`src/design/mbf_pkg.sv`:
```
// mbf_pkg: beat types, mode and status codes for the mbf/ieee float converter
// no dependencies
package mbf_pkg;

  typedef enum logic [1:0] {
    MODE_DEC32 = 2'd0,
    MODE_ENC32 = 2'd1,
    MODE_DEC64 = 2'd2,
    MODE_ENC64 = 2'd3
  } mode_e;

  typedef enum logic [1:0] {
    ST_OK    = 2'd0,
    ST_OVER  = 2'd1,
    ST_UNDER = 2'd2,
    ST_RSVD  = 2'd3
  } status_e;

  typedef struct packed {
    logic [1:0]  mode;
    logic [63:0] data_in;
  } in_beat_t;

  typedef struct packed {
    logic [63:0] data_out;
    logic [1:0]  status;
  } out_beat_t;

endpackage

```
`src/design/mbf_ieee_float_converter.sv`:
```
// mbf_ieee_float_converter: mbf <-> ieee 754 single/double conversion
// depends on mbf_pkg
// pipeline: input register, then result register
// throughput: one beat per cycle while out_stall_i is low, set by the single combinational pass between them
// reset: asynchronous active low, clears both stage valid flags; payload is not reset
module mbf_ieee_float_converter (
  input  logic               clk_i,
  input  logic               rst_ni,
  input  logic               in_valid_i,
  output logic               in_stall_o,
  input  mbf_pkg::in_beat_t  in_beat_i,
  output logic               out_valid_o,
  input  logic               out_stall_i,
  output mbf_pkg::out_beat_t out_beat_o
);
  import mbf_pkg::*;

  logic      a_valid_q;
  in_beat_t  a_q;
  logic      b_valid_q;
  out_beat_t b_q;
  out_beat_t res;
  logic      b_ready;
  logic      a_ready;

  assign b_ready     = !b_valid_q || !out_stall_i;
  assign a_ready     = !a_valid_q || b_ready;
  assign in_stall_o  = !a_ready;
  assign out_valid_o = b_valid_q;
  assign out_beat_o  = b_q;

  always_ff @(posedge clk_i or negedge rst_ni) begin
    if (!rst_ni) begin
      a_valid_q <= 1'b0;
      b_valid_q <= 1'b0;
    end else begin
      if (a_ready) a_valid_q <= in_valid_i;
      if (b_ready) b_valid_q <= a_valid_q;
    end
  end

  always_ff @(posedge clk_i) begin
    if (a_ready && in_valid_i) a_q <= in_beat_i;
    if (b_ready && a_valid_q) b_q <= res;
  end

  // conversion
  logic [31:0] w32;
  logic [63:0] w64;
  logic [7:0]  d32_ex;
  logic [23:0] d32_sig;
  logic [23:0] d32_sh;
  logic [1:0]  d32_lost;
  logic        d32_up;
  logic [23:0] d32_rnd;
  logic [7:0]  e32_ex;
  logic [22:0] e32_frac;
  logic [7:0]  d64_ex;
  logic [52:0] d64_sig;
  logic [2:0]  d64_lost;
  logic        d64_up;
  logic [53:0] d64_rnd;
  logic [10:0] d64_iex;
  logic [10:0] e64_iex;

  always_comb begin
    w32 = a_q.data_in[31:0];
    w64 = a_q.data_in;
    res = '{data_out: 64'd0, status: ST_OK};

    d32_ex   = w32[31:24];
    d32_sig  = {1'b1, w32[22:0]};
    d32_sh   = (d32_ex == 8'd1) ? (d32_sig >> 2) : (d32_sig >> 1);
    d32_lost = (d32_ex == 8'd1) ? d32_sig[1:0] : {d32_sig[0], 1'b0};
    d32_up   = d32_lost[1] && (d32_lost[0] || d32_sh[0]);
    d32_rnd  = d32_sh + {23'd0, d32_up};

    e32_ex   = w32[30:23];
    e32_frac = w32[22:0];

    d64_ex   = w64[63:56];
    d64_sig  = {1'b1, w64[54:3]};
    d64_lost = w64[2:0];
    d64_up   = d64_lost[2] && (d64_lost[1] || d64_lost[0] || d64_sig[0]);
    d64_rnd  = {1'b0, d64_sig} + {53'd0, d64_up};
    d64_iex  = {3'd0, d64_ex} + 11'd894;

    e64_iex  = w64[62:52];

    unique case (mode_e'(a_q.mode))
      MODE_DEC32: begin
        if (d32_ex == 8'd0) begin
          res.data_out = 64'd0;
        end else if (d32_ex >= 8'd3) begin
          res.data_out = {32'd0, w32[23], d32_ex - 8'd2, w32[22:0]};
        end else begin
          res.data_out = {32'd0, w32[23], 7'd0, d32_rnd};
        end
      end
      MODE_ENC32: begin
        if (w32[30:0] == 31'd0) begin
          res.data_out = 64'd0;
        end else if (e32_ex == 8'hff) begin
          res.status = ST_OVER;
        end else if (e32_ex == 8'd0) begin
          if (!e32_frac[22] && !e32_frac[21]) begin
            res.status = ST_UNDER;
          end else if (e32_frac[22]) begin
            res.data_out = {32'd0, 8'd2, w32[31], e32_frac[21:0], 1'b0};
          end else begin
            res.data_out = {32'd0, 8'd1, w32[31], e32_frac[20:0], 2'b00};
          end
        end else if (e32_ex > 8'd253) begin
          res.status = ST_OVER;
        end else begin
          res.data_out = {32'd0, e32_ex + 8'd2, w32[31], e32_frac};
        end
      end
      MODE_DEC64: begin
        if (d64_ex == 8'd0) begin
          res.data_out = 64'd0;
        end else if (d64_rnd[53]) begin
          res.data_out = {w64[55], d64_iex + 11'd1, d64_rnd[52:1]};
        end else begin
          res.data_out = {w64[55], d64_iex, d64_rnd[51:0]};
        end
      end
      MODE_ENC64: begin
        if (w64[62:0] == 63'd0) begin
          res.data_out = 64'd0;
        end else if (e64_iex == 11'h7ff) begin
          res.status = ST_OVER;
        end else if (e64_iex < 11'd895) begin
          res.status = ST_UNDER;
        end else if (e64_iex > 11'd1149) begin
          res.status = ST_OVER;
        end else begin
          res.data_out = {e64_iex[7:0] + 8'd130, w64[63], w64[51:0], 3'd0};
        end
      end
      default: res = '{data_out: 64'd0, status: ST_OK};
    endcase
  end

  a_stall_holds: assert property (@(posedge clk_i) disable iff (!rst_ni)
    (b_valid_q && out_stall_i) |=> (b_valid_q && $stable(b_q)))
    else $error("result lost under stall");

  a_no_rsvd: assert property (@(posedge clk_i) disable iff (!rst_ni)
    b_valid_q |-> (b_q.status != ST_RSVD))
    else $error("reserved status code");

  a_status_zero: assert property (@(posedge clk_i) disable iff (!rst_ni)
    (b_valid_q && b_q.status != ST_OK) |-> (b_q.data_out == 64'd0))
    else $error("nonzero data with error status");

  a_flow: assert property (@(posedge clk_i) disable iff (!rst_ni)
    (a_valid_q && b_ready) |=> b_valid_q)
    else $error("beat dropped between stages");

endmodule

```
`config.mk`:
```
export PLATFORM = sky130hd
export DESIGN_NAME = mbf_ieee_float_converter
export DESIGN_NICKNAME = d
export VERILOG_FILES = /design/src/design/mbf_pkg.sv /design/src/design/mbf_ieee_float_converter.sv
export SDC_FILE = /design/constraint.sdc
export NUM_CORES = 1
export LEC_CHECK = 0
export BUFFER_PORTS_ARGS = -buffer_cell sky130_fd_sc_hd__buf_2
export CAP_MARGIN = 25
export CORE_ASPECT_RATIO = 1.25
export CORE_MARGIN = 2
export CORE_UTILIZATION = 55
export DETAILED_ROUTE_END_ITERATION = 6
export PLACE_DENSITY_LB_ADDON = 0.12
export SYNTH_ARGS = -nofsm -noshare
export SYNTH_HDL_FRONTEND = slang
export SYNTH_SLANG_ARGS = --single-unit
```
`constraint.sdc`:
```
create_clock -name clk_i -period 18.2 [get_ports clk_i]
set_input_delay 2.73 -clock clk_i [delete_from_list [all_inputs] [get_ports clk_i]]
set_output_delay 2.73 -clock clk_i [all_outputs]
set_load 0.05 [all_outputs]
```
After elaboration in Yosys (flattened, before gate mapping)

Cells that the tools add are included.

Flip-flop bits (word level): 134
Output and inout port bits: 68
Word-level logic and storage cells: 71
Input port bits: 70

Reductions and logical operators: 22
$add $sub $neg: 7
Order comparisons: 4
Muxes and demuxes: 26
Eq/ne operators: 6

Operator list:

| cell                                                                           | count |
|---|---|
| 64-bit two-way mux                                                             | 7 |
| 64-bit case mux with 4 select lines                                            | 1 |
| 66-bit two-way mux                                                             | 1 |
| 32-bit two-way mux                                                             | 2 |
| 63-bit logical NOT                                                             | 1 |
| 63-bit two-way mux                                                             | 1 |
| 53-bit by 1-bit adder with 54-bit output                                       | 1 |
| 26-bit two-way mux                                                             | 2 |
| 31-bit logical NOT                                                             | 1 |
| 31-bit two-way mux                                                             | 1 |
| 23-bit by 1-bit adder with 24-bit output                                       | 1 |
| 8-bit logical NOT                                                              | 3 |
| 23-bit two-way mux                                                             | 1 |
| 2-bit two-way mux                                                              | 7 |
| 11-bit by 1-bit adder with 11-bit output, second input constant                | 1 |
| 8-bit by 10-bit adder with 11-bit output, second input constant                | 1 |
| 11-bit equality test, second input constant                                    | 1 |
| 11-bit greater-than comparator, second input constant                          | 1 |
| 11-bit by 10-bit less-than comparator with 1-bit output, second input constant | 1 |
| 8-bit by 2-bit adder with 8-bit output, second input constant                  | 1 |
| 8-bit adder, second input constant                                             | 1 |
| 8-bit by 1-bit equality test with 1-bit output, second input constant          | 1 |
| 8-bit equality test, second input constant                                     | 1 |
| 8-bit by 2-bit >= comparator with 1-bit output, second input constant          | 1 |
| other kinds (10)                                                               | 25 |

Depth between registers and ports, before layout

Gate-level depths: netlist of the first run.

Depth after elaboration: 8
Gate-level depth with buffers: 16
Depth with buffers taken out: 12

Least setup slack after synthesis of the first run

No wires, ideal clock.

Kind: input -> register
From: input port out_stall_i
To: register b_q (netlist bit out_beat_o[0]), enable pin
Path buffers: 0
Arrival time: 7.542 ns
Required time: 17.610 ns
Slack: 10.068 ns
Cell stages on the path: 1
Path through: a21boi_0

Longest elaborated chain between the ends: 3

RTL lines:

| what                 | RTL line                       | RTL |
|---|---|---|
| start, declared      | mbf_ieee_float_converter.sv:13 | `input logic out_stall_i,` |
| 1-bit logical NOT    | mbf_ieee_float_converter.sv:26 | `assign b_ready = !b_valid_q \|\| !out_stall_i;` |
| 1-bit logical OR     | mbf_ieee_float_converter.sv:26 |  |
| 1-bit logical AND    | mbf_ieee_float_converter.sv:44 | `if (b_ready && a_valid_q) b_q <= res;` |
| end signal, assigned | mbf_ieee_float_converter.sv:44 |  |
| end, declared        | mbf_ieee_float_converter.sv:21 | `out_beat_t b_q;` |

No other way between the ends.
A chain may end at the register's enable or synchronous reset.

Final worst setup path of the first run

From: input port out_stall_i
To: output port in_stall_o

Longest elaborated chain between the ends: 4

RTL lines:

| what              | RTL line                       | RTL |
|---|---|---|
| 1-bit logical NOT | mbf_ieee_float_converter.sv:26 |  |
| 1-bit logical OR  | mbf_ieee_float_converter.sv:26 |  |
| 1-bit logical OR  | mbf_ieee_float_converter.sv:27 | `assign a_ready = !a_valid_q \|\| b_ready;` |
| 1-bit logical NOT | mbf_ieee_float_converter.sv:28 | `assign in_stall_o = !a_ready;` |
| end, declared     | mbf_ieee_float_converter.sv:10 | `output logic in_stall_o,` |

No other way between the ends.

==> impl_metrics.toml, run 1 <==
[sta]
rsz0062_at_grt = "false"
finClkSkew_ns = 0.0148
report.final.setup_viol = 0
relSlewSlack = 0.295
finalMaxSlewViolations = 0
totalNegativeSetupSlack_ns = 0
fmax_ghz = 0.166
min_period_ns = 6.01
layout_setup_ws_ns = 12.19
finalCritPeriodShare = 0.330
max_slew.worst_pin.slew_ns = 1.06
hold_viol_final = 0
finalHoldWorstSlack_ns = 0.492

[logic_synthesis]
synth.ff_latch_count = 134
synth_fp_nets = 1063
synthCells = 978
synth.yosys.seq_area_share = 0.436
synth_top_cells_by_area = "sky130_fd_sc_hd__edfxtp_1 43%, sky130_fd_sc_hd__nand2_1 4.4%, sky130_fd_sc_hd__xnor2_1 3.8%, sky130_fd_sc_hd__nand3_1 3.1%, sky130_fd_sc_hd__o21ai_0 2.8%"
avgSynthCellArea_um2 = 9.41
postSynth.asyncResetShare = 0.0149
synthesis.area_um2 = 9200
postSynth.topFlopCell = "sky130_fd_sc_hd__edfxtp_1"
yosysTopAreaCell = "sky130_fd_sc_hd__edfxtp_1"
synth-edff-count = 132
synth_largest_type_area_fraction = 0.431
synth.distinct_cells = 82
synth_warnings = 0

[global_route]
grt_pass1_vias = 8666
total_global_routing_overflow = 0
initial_antenna_violation_count = 0
first_pass_grt_wire_length_mm = 47.1
gr-usage-all-layers = 0.343
grt_max_degree = 67

[placement]
dpl_worst_slack_ns = 12.19
dpl.cell_count = 1265
placed_area_um2 = 10000
dp.final_hpwl_mm = 20.6
gp_congestion = 0.979
place.port_buffers = 137

[floorplan]
dieWidth_um = 120
die_height_um = 149
num_rows = 52
dieArea_um2 = 17800
core_area_um2 = 16300
num_io_pins = 138
initial_utilization = 0.566

[run]
cap_violations = 0

[clock_tree]
ctsRootBufferMaster = "sky130_fd_sc_hd__clkbuf_16"
cts_setup_buffers = 0
clock_sink_count = 134
number_of_instances_resized_during_post_cts_repair = 0
cts.clk_slew.worst_paths_ns = 0.06
worstSkewPairLatency_ns = 0.44
clock_tree.htree_level_count = 4
max-clock-path-buffers = 2
clock_tree_from_tritoncts = "done"
cts_hold_buffers_added = 0
cts_made_buffers = 17

[critical_path]
worst_ep_arrival_time_ns = 3.28
critical_path.cell_chain = "buf_2 -> nand3_1 -> inv_1 -> buf_2"
critical-path-slowest-cell = "sky130_fd_sc_hd__buf_2"
critical_path_required_ns = 15.47
cpPeakStageDelay_ns = 0.25
critPathLaunchType = "input pin"
path_common_cell = "sky130_fd_sc_hd__buf_2"
critical_path.endpoint_type = "primary output"
crit_type = "input pin to primary output"
worstPathMaxFanout = 3

[pwr]
power.ir.vdd_worst_mv = 0.0634
total_leakage_power_nw = 3.90
powerDensity_nw_per_um2 = 87.6
power_mw = 0.936

[final_layout]
antenna_cells = 0
final_net_count = 1155
final_cells = 1299
mostFrequentLayoutCell = "sky130_fd_sc_hd__buf_2"
nFillCells = 1360
layout-drive-gt1-share = 0.199
flow.area_growth_from_synthesis_pct = 16.1
post-route-util = 0.657
final_cell_mix = "138 x sky130_fd_sc_hd__buf_2, 132 x sky130_fd_sc_hd__edfxtp_1, 108 x sky130_fd_sc_hd__nand2_1"
finish.instance_area_um2 = 10700

[hold_path]
worst_hold_path_type = "flop to flop"

[detailed_routing]
number_of_detailed_routing_iterations_run_before_antenna_repair = 7
route.antenna.remaining_nets = 0
detailroute.via_count = 8829
vias_per_cell = 6.80
overall_routed_net_length_mm = 30.5
drcViolationCount = 0
wire_per_inst_um = 23.5
initialDrtViolationCount = 1088

[run_status]
run_status = "finished clean"
[path summary, 6_finish.rpt]
kind	start	endpoint	slack [ns]	depth (start not counted)
min reg2reg	a_valid_q$_DFFE_PN0N_	out_valid_o$_DFFE_PN0P_	0.49	1
min in group asynchronous	rst_ni	out_valid_o$_DFFE_PN0P_	2.06	1
max reg2reg	w64[3]$_DFFE_PP_	out_beat_o[27]$_DFFE_PP_	13.75	9
max in group asynchronous	rst_ni	a_valid_q$_DFFE_PN0N_	16.04	1
min	a_valid_q$_DFFE_PN0N_	out_valid_o$_DFFE_PN0P_	0.49	1
max	out_stall_i	in_stall_o	12.19	4
[Yosys cell counts (16+ instances only)]
master,number
sky130_fd_sc_hd__edfxtp_1,132
sky130_fd_sc_hd__nor2_1,55
sky130_fd_sc_hd__xor2_1,28
sky130_fd_sc_hd__nor4_1,27
sky130_fd_sc_hd__and3_1,19
sky130_fd_sc_hd__nand2_1,108
sky130_fd_sc_hd__a22oi_1,16
sky130_fd_sc_hd__nand3_1,57
sky130_fd_sc_hd__clkbuf_1,67
sky130_fd_sc_hd__nand4_1,39
sky130_fd_sc_hd__nor3_1,20
sky130_fd_sc_hd__xnor2_1,40
sky130_fd_sc_hd__o21ai_0,51
sky130_fd_sc_hd__a21oi_1,31
sky130_fd_sc_hd__o211ai_1,17
sky130_fd_sc_hd__inv_1,20
[sequential cells by signal (all words and copies together), names as in the netlist]
signal	cells
a_q	2
a_valid_q	1
out_beat_o	66
out_valid_o	1
w64	64
[critical path, delay by kind of cell]
kind / cells / cell delay [ns]
buf+inv: 3 / 0.44
simple gates: 1 / 0.11
[where the power goes]
group	internal (mW)	switching, mW
Combinational	0.0455	0.111
Clock	0.243	0.135
Sequential	0.370	0.0316
[layer usage]
metal | global-route usage | vias to the layer above | wire length [µm]
li1 | - | 3970 | -
met1 | 0.391 | 4168 | 10800
met2 | 0.598 | 525 | 15300
met3 | 0.0583 | 166 | 2400
met4 | 0.214 | 0 | 1970
met5 | 0 | - | 0
[cells by family after synthesis]
group	count (synthesis)	synth area share
simple gates	407	0.236
compound gates	237	0.185
flops	134	0.436
buf+inv	106	0.0457
xor+xnor	68	0.0647
fa+ha+maj	15	0.0204
mux	11	0.0124
[layout make-up]
class | count | area, µm² | share of cell area
Multi-Input combinational cell | 738 | 4840 | 0.453
Sequential cell | 134 | 4010 | 0.376
Timing Repair Buffer | 159 | 852 | 0.0797
Clock buffer | 20 | 437 | 0.0409
Tap cell | 216 | 270 | 0.0253
Clock inverter | 12 | 203 | 0.0190
Inverter | 20 | 75.1 | 0.00702
No activity file was read; power rests on OpenSTA's default activity.
==> inputs of run 2 (changes only) <==
--- a/config.mk
+++ b/config.mk
@@ -9,7 +9,7 @@
 export CAP_MARGIN = 25
 export CORE_ASPECT_RATIO = 1.25
 export CORE_MARGIN = 2
-export CORE_UTILIZATION = 55
+export CORE_UTILIZATION = 53
 export DETAILED_ROUTE_END_ITERATION = 6
 export PLACE_DENSITY_LB_ADDON = 0.12
 export SYNTH_ARGS = -nofsm -noshare
==> constraint.sdc (replaced) <==
create_clock -name clk_i -period 5.3 [get_ports clk_i]
set_input_delay 0.795 -clock clk_i [delete_from_list [all_inputs] [get_ports clk_i]]
set_output_delay 0.795 -clock clk_i [all_outputs]
set_load 0.05 [all_outputs]
==> run 2 against run 1 <==
Net effect:
- final area up 0.96%
- routed wire length rose by 5.3%
- clock-buffer cell count fell by 2
- core utilization decreased by 1.9 points
- sequential power grew to 3.4 times the previous value
- clock power increased to 3.3 times the previous value
- register-to-register slack got worse by 12 ns
- worst setup slack got worse by 11 ns
- cell count rose by 1.5%
- non-clock buffer count up 15
- worst hold slack lost 0.36 ns
- sequential share of layout area decreased by 0.36 points
- critical path type is now flop to flop
- critical endpoint is now out_beat_o[27]$_DFFE_PP_
- largest cell class unchanged
- largest power group unchanged
==> impl_metrics.toml, run 2 (synthesis gave the netlist of run 1 again) <==
[floorplan]
num_rows = 53
core_area_um2 = 16900
num_io_pins = 138
initial_utilization = 0.544
die_height_um = 151
dieArea_um2 = 18400
dieWidth_um = 122

[final_layout]
largest_reg_flops = 66
final_net_count = 1170
mostFrequentLayoutCell = "sky130_fd_sc_hd__buf_2"
layout-drive-gt1-share = 0.212
antenna_cells = 0
final_cell_mix = "138 x sky130_fd_sc_hd__buf_2, 132 x sky130_fd_sc_hd__edfxtp_1, 108 x sky130_fd_sc_hd__nand2_1"
flow.area_growth_from_synthesis_pct = 17.3

[critical_path]
worst-r2r-cell-count = 9
critical_path.reg2reg.endpoint = "out_beat_o[27]$_DFFE_PP_"
worst_ep_arrival_time_ns = 4.10
worstPathMaxFanout = 10
r2r-start = "w64[2]$_DFFE_PP_"
timing.reg2reg.setup_slack_ns = 1.35
critical_path_required_ns = 5.45
crit_type = "flop to flop"
critical_path.endpoint_type = "flop"
critPathLaunchType = "flop"

[run_status]
run_status = "finished clean"

[clock_tree]
max-clock-path-buffers = 2
worstSkewPairLatency_ns = 0.44
cts.clk_slew.worst_paths_ns = 0.06
number_of_instances_resized_during_post_cts_repair = 0
clock_sink_count = 134
cts_hold_buffers_added = 0
cts_setup_buffers = 0
clock_tree.htree_level_count = 4
ctsRootBufferMaster = "sky130_fd_sc_hd__clkbuf_16"
clock_tree_from_tritoncts = "done"
cts_made_buffers = 17

[pwr]
switch_share = 0.313
powerDensity_nw_per_um2 = 295
power_mw = 3.18
power.ir.vdd_worst_mv = 0.194
p_clk_frac = 0.392
total_leakage_power_nw = 3.95
switching_power_mw = 0.996
power_report.internal_total_mw = 2.19
power_frac_comb = 0.183
power.share.sequential = 0.425

[sta]
finalMaxSlewViolations = 0
rsz0062_at_grt = "false"
min_period_ns = 3.95
max_slew.worst_pin.slew_ns = 1.08
report.final.setup_viol = 0
totalNegativeSetupSlack_ns = 0
relSlewSlack = 0.280
hold_viol_final = 0
finClkSkew_ns = 0.0187
fmax_ghz = 0.253
finalCritPeriodShare = 0.745
layout_setup_ws_ns = 1.35

[global_route]
grt_max_degree = 41
initial_antenna_violation_count = 0
grt_pass1_vias = 8502
first_pass_grt_wire_length_mm = 47.8
total_global_routing_overflow = 0
gr-usage-all-layers = 0.348

[run]
cap_violations = 0

[detailed_routing]
route.antenna.remaining_nets = 0
initialDrtViolationCount = 1068
detailroute.via_count = 8976
overall_routed_net_length_mm = 32.1
number_of_detailed_routing_iterations_run_before_antenna_repair = 6
drcViolationCount = 0
wire_per_inst_um = 24.3
vias_per_cell = 6.81

[hold_path]
worst_hold_path_type = "input pin to async pin"

[placement]
dp.final_hpwl_mm = 22.6
place.port_buffers = 137
dpl_worst_slack_ns = 1.43
gp_congestion = 1.00
==> run 2: cell types whose count changed in the layout (fill, tap and decap cells not counted), moves of 2 or more <==
| cell | before | now |
|---|---|---|
| sky130_fd_sc_hd__inv_6 | 1 | 5 |
| sky130_fd_sc_hd__bufinv_16 | 5 | 3 |
| sky130_fd_sc_hd__buf_4 | 20 | 35 |
| sky130_fd_sc_hd__clkinvlp_4 | 1 | 3 |
| sky130_fd_sc_hd__clkinv_2 | 2 | 0 |
| sky130_fd_sc_hd__clkbuf_1 | 3 | 1 |
==> run 2: area by class of cell <==
cell class	count	area, µm²
Clock buffer	18	429
Clock inverter	14	185
Fill cell	1454	6120
Inverter	20	75.1
Multi-Input combinational cell	738	4830
Sequential cell	134	4010
Tap cell	220	275
Timing Repair Buffer	174	981
==> run 2: layer usage <==
layer	vias up	wire length, µm	global-route usage
met5	-	0	0
met4	0	2290	0.258
met3	166	2440	0.0527
met2	614	15900	0.597
met1	4202	11400	0.389
li1	3994	-	-
==> run 2: power groups by stage <==
stage / clock network (mW) / logic (mW) / registers, mW
floorplan: 0 / 0.258 / 1.50
global placement: 0 / 0.566 / 1.37
detailed placement: 0 / 0.567 / 1.37
CTS: 1.26 / 0.569 / 1.35
global route: 1.29 / 0.612 / 1.36
finish: 1.25 / 0.581 / 1.35
==> run 2: per-stage QoR <==
step                utilization  hold WS, ns  cell area, µm²  std cells
floorplan                     -        0.444            9200        978
global placement          0.600        0.467           10100       1284
detailed placement        0.600        0.489           10100       1285
CTS                       0.636        0.125           10800       1317
global route              0.638        0.135           10800       1318
finish                    0.638        0.133           10800       1318
==> run 2: worst max-delay path: stages, from the launching register on <==
cell and delay [ns]:
sky130_fd_sc_hd__edfxtp_1 0.59, sky130_fd_sc_hd__inv_1 0.19, sky130_fd_sc_hd__nor2_1 0.22, sky130_fd_sc_hd__ha_1 0.29, sky130_fd_sc_hd__nand4_1 0.19, sky130_fd_sc_hd__or3_1 0.55
sky130_fd_sc_hd__or4_1 0.71, sky130_fd_sc_hd__o31a_1 0.37, sky130_fd_sc_hd__o211ai_2 0.38, sky130_fd_sc_hd__o211ai_1 0.16
==> run 2: how the worst max path moves through the flow <==
stage / startpoint / endpoint / slack [ns] / depth (start not counted)
2_1_floorplan: out_stall_i / out_beat_o[0]$_DFFE_PP_ / 0.85 / 1
3_3_place_gp: w64[2]$_DFFE_PP_ / out_beat_o[27]$_DFFE_PP_ / 1.38 / 9
3_5_place_dp: w64[2]$_DFFE_PP_ / out_beat_o[27]$_DFFE_PP_ / 1.43 / 9
4_1_cts: w64[2]$_DFFE_PP_ / out_beat_o[27]$_DFFE_PP_ / 1.43 / 9
5_1_grt: w64[25]$_DFFE_PP_ / out_beat_o[18]$_DFFE_PP_ / 1.11 / 12
6_report: w64[2]$_DFFE_PP_ / out_beat_o[27]$_DFFE_PP_ / 1.35 / 9
==> inputs of run 3 (changes only) <==
==> constraint.sdc (replaced) <==
create_clock -name clk_i -period 3.4 [get_ports clk_i]
set_input_delay 0.51 -clock clk_i [delete_from_list [all_inputs] [get_ports clk_i]]
set_output_delay 0.51 -clock clk_i [all_outputs]
set_load 0.05 [all_outputs]
==> run 3 against run 2 <==
Net effect:
- die area did not move
- clock power rose by 54%
- via count rose by 4.3%
- power rose by 57%
- register-to-register slack got worse by 1.2 ns
- fmax rose by 23%
- cell count rose by 5.2%
- flip-flop and latch count did not move
- worst hold slack improved by 0.11 ns
- global-route usage rose by 2.5 points
- sequential share of layout area fell by 1.8 points
- final area rose by 5.0%
- critical endpoint is now out_beat_o[29]$_DFFE_PP_
- largest cell class unchanged
- largest power group unchanged
- highest routed layer unchanged
==> impl_metrics.toml, run 3 (synthesis gave the netlist of run 1 again) <==
[global_route]
grt_max_degree = 67
initial_antenna_violation_count = 0
gr-usage-all-layers = 0.373
first_pass_grt_wire_length_mm = 51.1
grt_pass1_vias = 9130
total_global_routing_overflow = 0

[critical_path]
critical_path_required_ns = 3.67
critPathLaunchType = "flop"
worst_ep_arrival_time_ns = 3.49
critical_path.endpoint_type = "flop"
critical-path-slowest-cell = "sky130_fd_sc_hd__or4_1"
worstPathMaxFanout = 8
critical_path.cell_chain = "inv_1 -> nor2_1 -> ha_1 -> nand4_1 -> or3_1 -> or4_1 -> buf_4 -> nor4_1 -> o211ai_2 -> o211ai_1"
critical_path.top_delay_family = "simple AND/OR/NAND/NOR gates"
crit_type = "flop to flop"
cpPeakStageDelay_ns = 0.60
critical_path.n_buffers_inverters = 2

[final_layout]
layout-drive-gt1-share = 0.261
final_cell_mix = "137 x sky130_fd_sc_hd__buf_2, 132 x sky130_fd_sc_hd__edfxtp_1, 108 x sky130_fd_sc_hd__nand2_1"
mostFrequentLayoutCell = "sky130_fd_sc_hd__buf_2"
antenna_cells = 0
nFillCells = 1439
largest_reg_flops = 66
final_net_count = 1240
final_cells = 1387
flow.area_growth_from_synthesis_pct = 23.1

[placement]
place.port_buffers = 137
dpl.cell_count = 1355
gp_congestion = 0.992
dp.final_hpwl_mm = 24.7

[sta]
max_slew.worst_pin.slew_ns = 0.955
fmax_ghz = 0.311
relSlewSlack = 0.364
finClkSkew_ns = 0.0168
min_period_ns = 3.21
finalHoldWorstSlack_ns = 0.244
finalCritPeriodShare = 0.946
finalMaxSlewViolations = 0
report.final.setup_viol = 0
hold_viol_final = 0
rsz0062_at_grt = "false"

[detailed_routing]
route.antenna.remaining_nets = 0
overall_routed_net_length_mm = 33.7
wire_per_inst_um = 24.3
vias_per_cell = 6.75
number_of_detailed_routing_iterations_run_before_antenna_repair = 6
drcViolationCount = 0
initialDrtViolationCount = 1013
detailroute.via_count = 9361

[pwr]
powerDensity_nw_per_um2 = 441
power_mw = 4.99
power.ir.vdd_worst_mv = 0.350
total_leakage_power_nw = 4.28

[floorplan]
core_area_um2 = 16900
initial_utilization = 0.544
num_rows = 53
die_height_um = 151
dieArea_um2 = 18400
dieWidth_um = 122
num_io_pins = 138

[clock_tree]
clock_sink_count = 134
number_of_instances_resized_during_post_cts_repair = 0
worstSkewPairLatency_ns = 0.44
cts_setup_buffers = 0
clock_tree_from_tritoncts = "done"
cts.clk_slew.worst_paths_ns = 0.07
clock_tree.htree_level_count = 4
cts_hold_buffers_added = 1
ctsRootBufferMaster = "sky130_fd_sc_hd__clkbuf_16"
cts_made_buffers = 17
max-clock-path-buffers = 2

[run_status]
run_status = "finished clean"

[hold_path]
worst_hold_path_type = "input pin to flop"

[run]
cap_violations = 0
## run 3: worst paths after layout
kind                                       startpoint                       end  slack [ns]  cells past startpoint
worst max register to register       w64[2]$_DFFE_PP_  out_beat_o[29]$_DFFE_PP_        0.19                     10
worst max-delay path                 w64[2]$_DFFE_PP_  out_beat_o[29]$_DFFE_PP_        0.19                     10
worst min register to register  a_valid_q$_DFFE_PN0N_   out_valid_o$_DFFE_PN0P_        0.49                      1
max in group asynchronous                      rst_ni     a_valid_q$_DFFE_PN0N_        2.89                      2
min in group asynchronous                      rst_ni   out_valid_o$_DFFE_PN0P_        0.41                      2
worst min-delay path                    in_beat_i[11]         w64[11]$_DFFE_PP_        0.24                      1
## run 3: per-layer routing
metal	vias to the layer above	track usage	wire, µm
met5	-	0	0
met1	4398	0.408	11600
li1	4143	-	-
met2	639	0.646	16700
met4	0	0.264	2480
met3	181	0.0700	2900
## run 3: through the flow
stage          utilization  cell area, µm²  worst slack, ns  setup TNS (ns)
4_1_cts              0.670           11300            0.172               0
3_3_place_gp         0.634           10700            0.323               0
2_1_floorplan            -            9280          -0.0708         -0.0708
3_5_place_dp         0.634           10700            0.233               0
6_report             0.670           11300            0.185               0
5_1_grt              0.670           11300          0.00160               0
## run 3: worst register-to-register path, stage by stage, from the launching register on
cell and delay (ns):
sky130_fd_sc_hd__edfxtp_1 0.35, sky130_fd_sc_hd__inv_1 0.06, sky130_fd_sc_hd__nor2_1 0.23, sky130_fd_sc_hd__ha_1 0.27
sky130_fd_sc_hd__nand4_1 0.18, sky130_fd_sc_hd__or3_1 0.40, sky130_fd_sc_hd__or4_1 0.60, sky130_fd_sc_hd__buf_4 0.19
sky130_fd_sc_hd__nor4_1 0.40, sky130_fd_sc_hd__o211ai_2 0.24, sky130_fd_sc_hd__o211ai_1 0.14
## run 3: cell type report
class,instances,area [µm²],share of cell area
inverter,20,75.1,0.00663
clock buffer,18,429,0.0379
clock inverter,13,171,0.0151
multi-input combinational,738,4850,0.428
tap,220,275,0.0243
timing repair buffer,244,1520,0.134
sequential,134,4010,0.354
## run 3: report_power, final
| part | internal [mW] | total (mW) | switching [mW] | leakage, nW |
|---|---|---|---|---|
| registers | 1.98 | 2.08 | 0.0945 | 1.31 |
| logic | 0.296 | 0.993 | 0.696 | 2.68 |
| clock network | 1.16 | 1.92 | 0.763 | 0.293 |
| total | 3.44 | 4.99 | 1.55 | 4.28 |
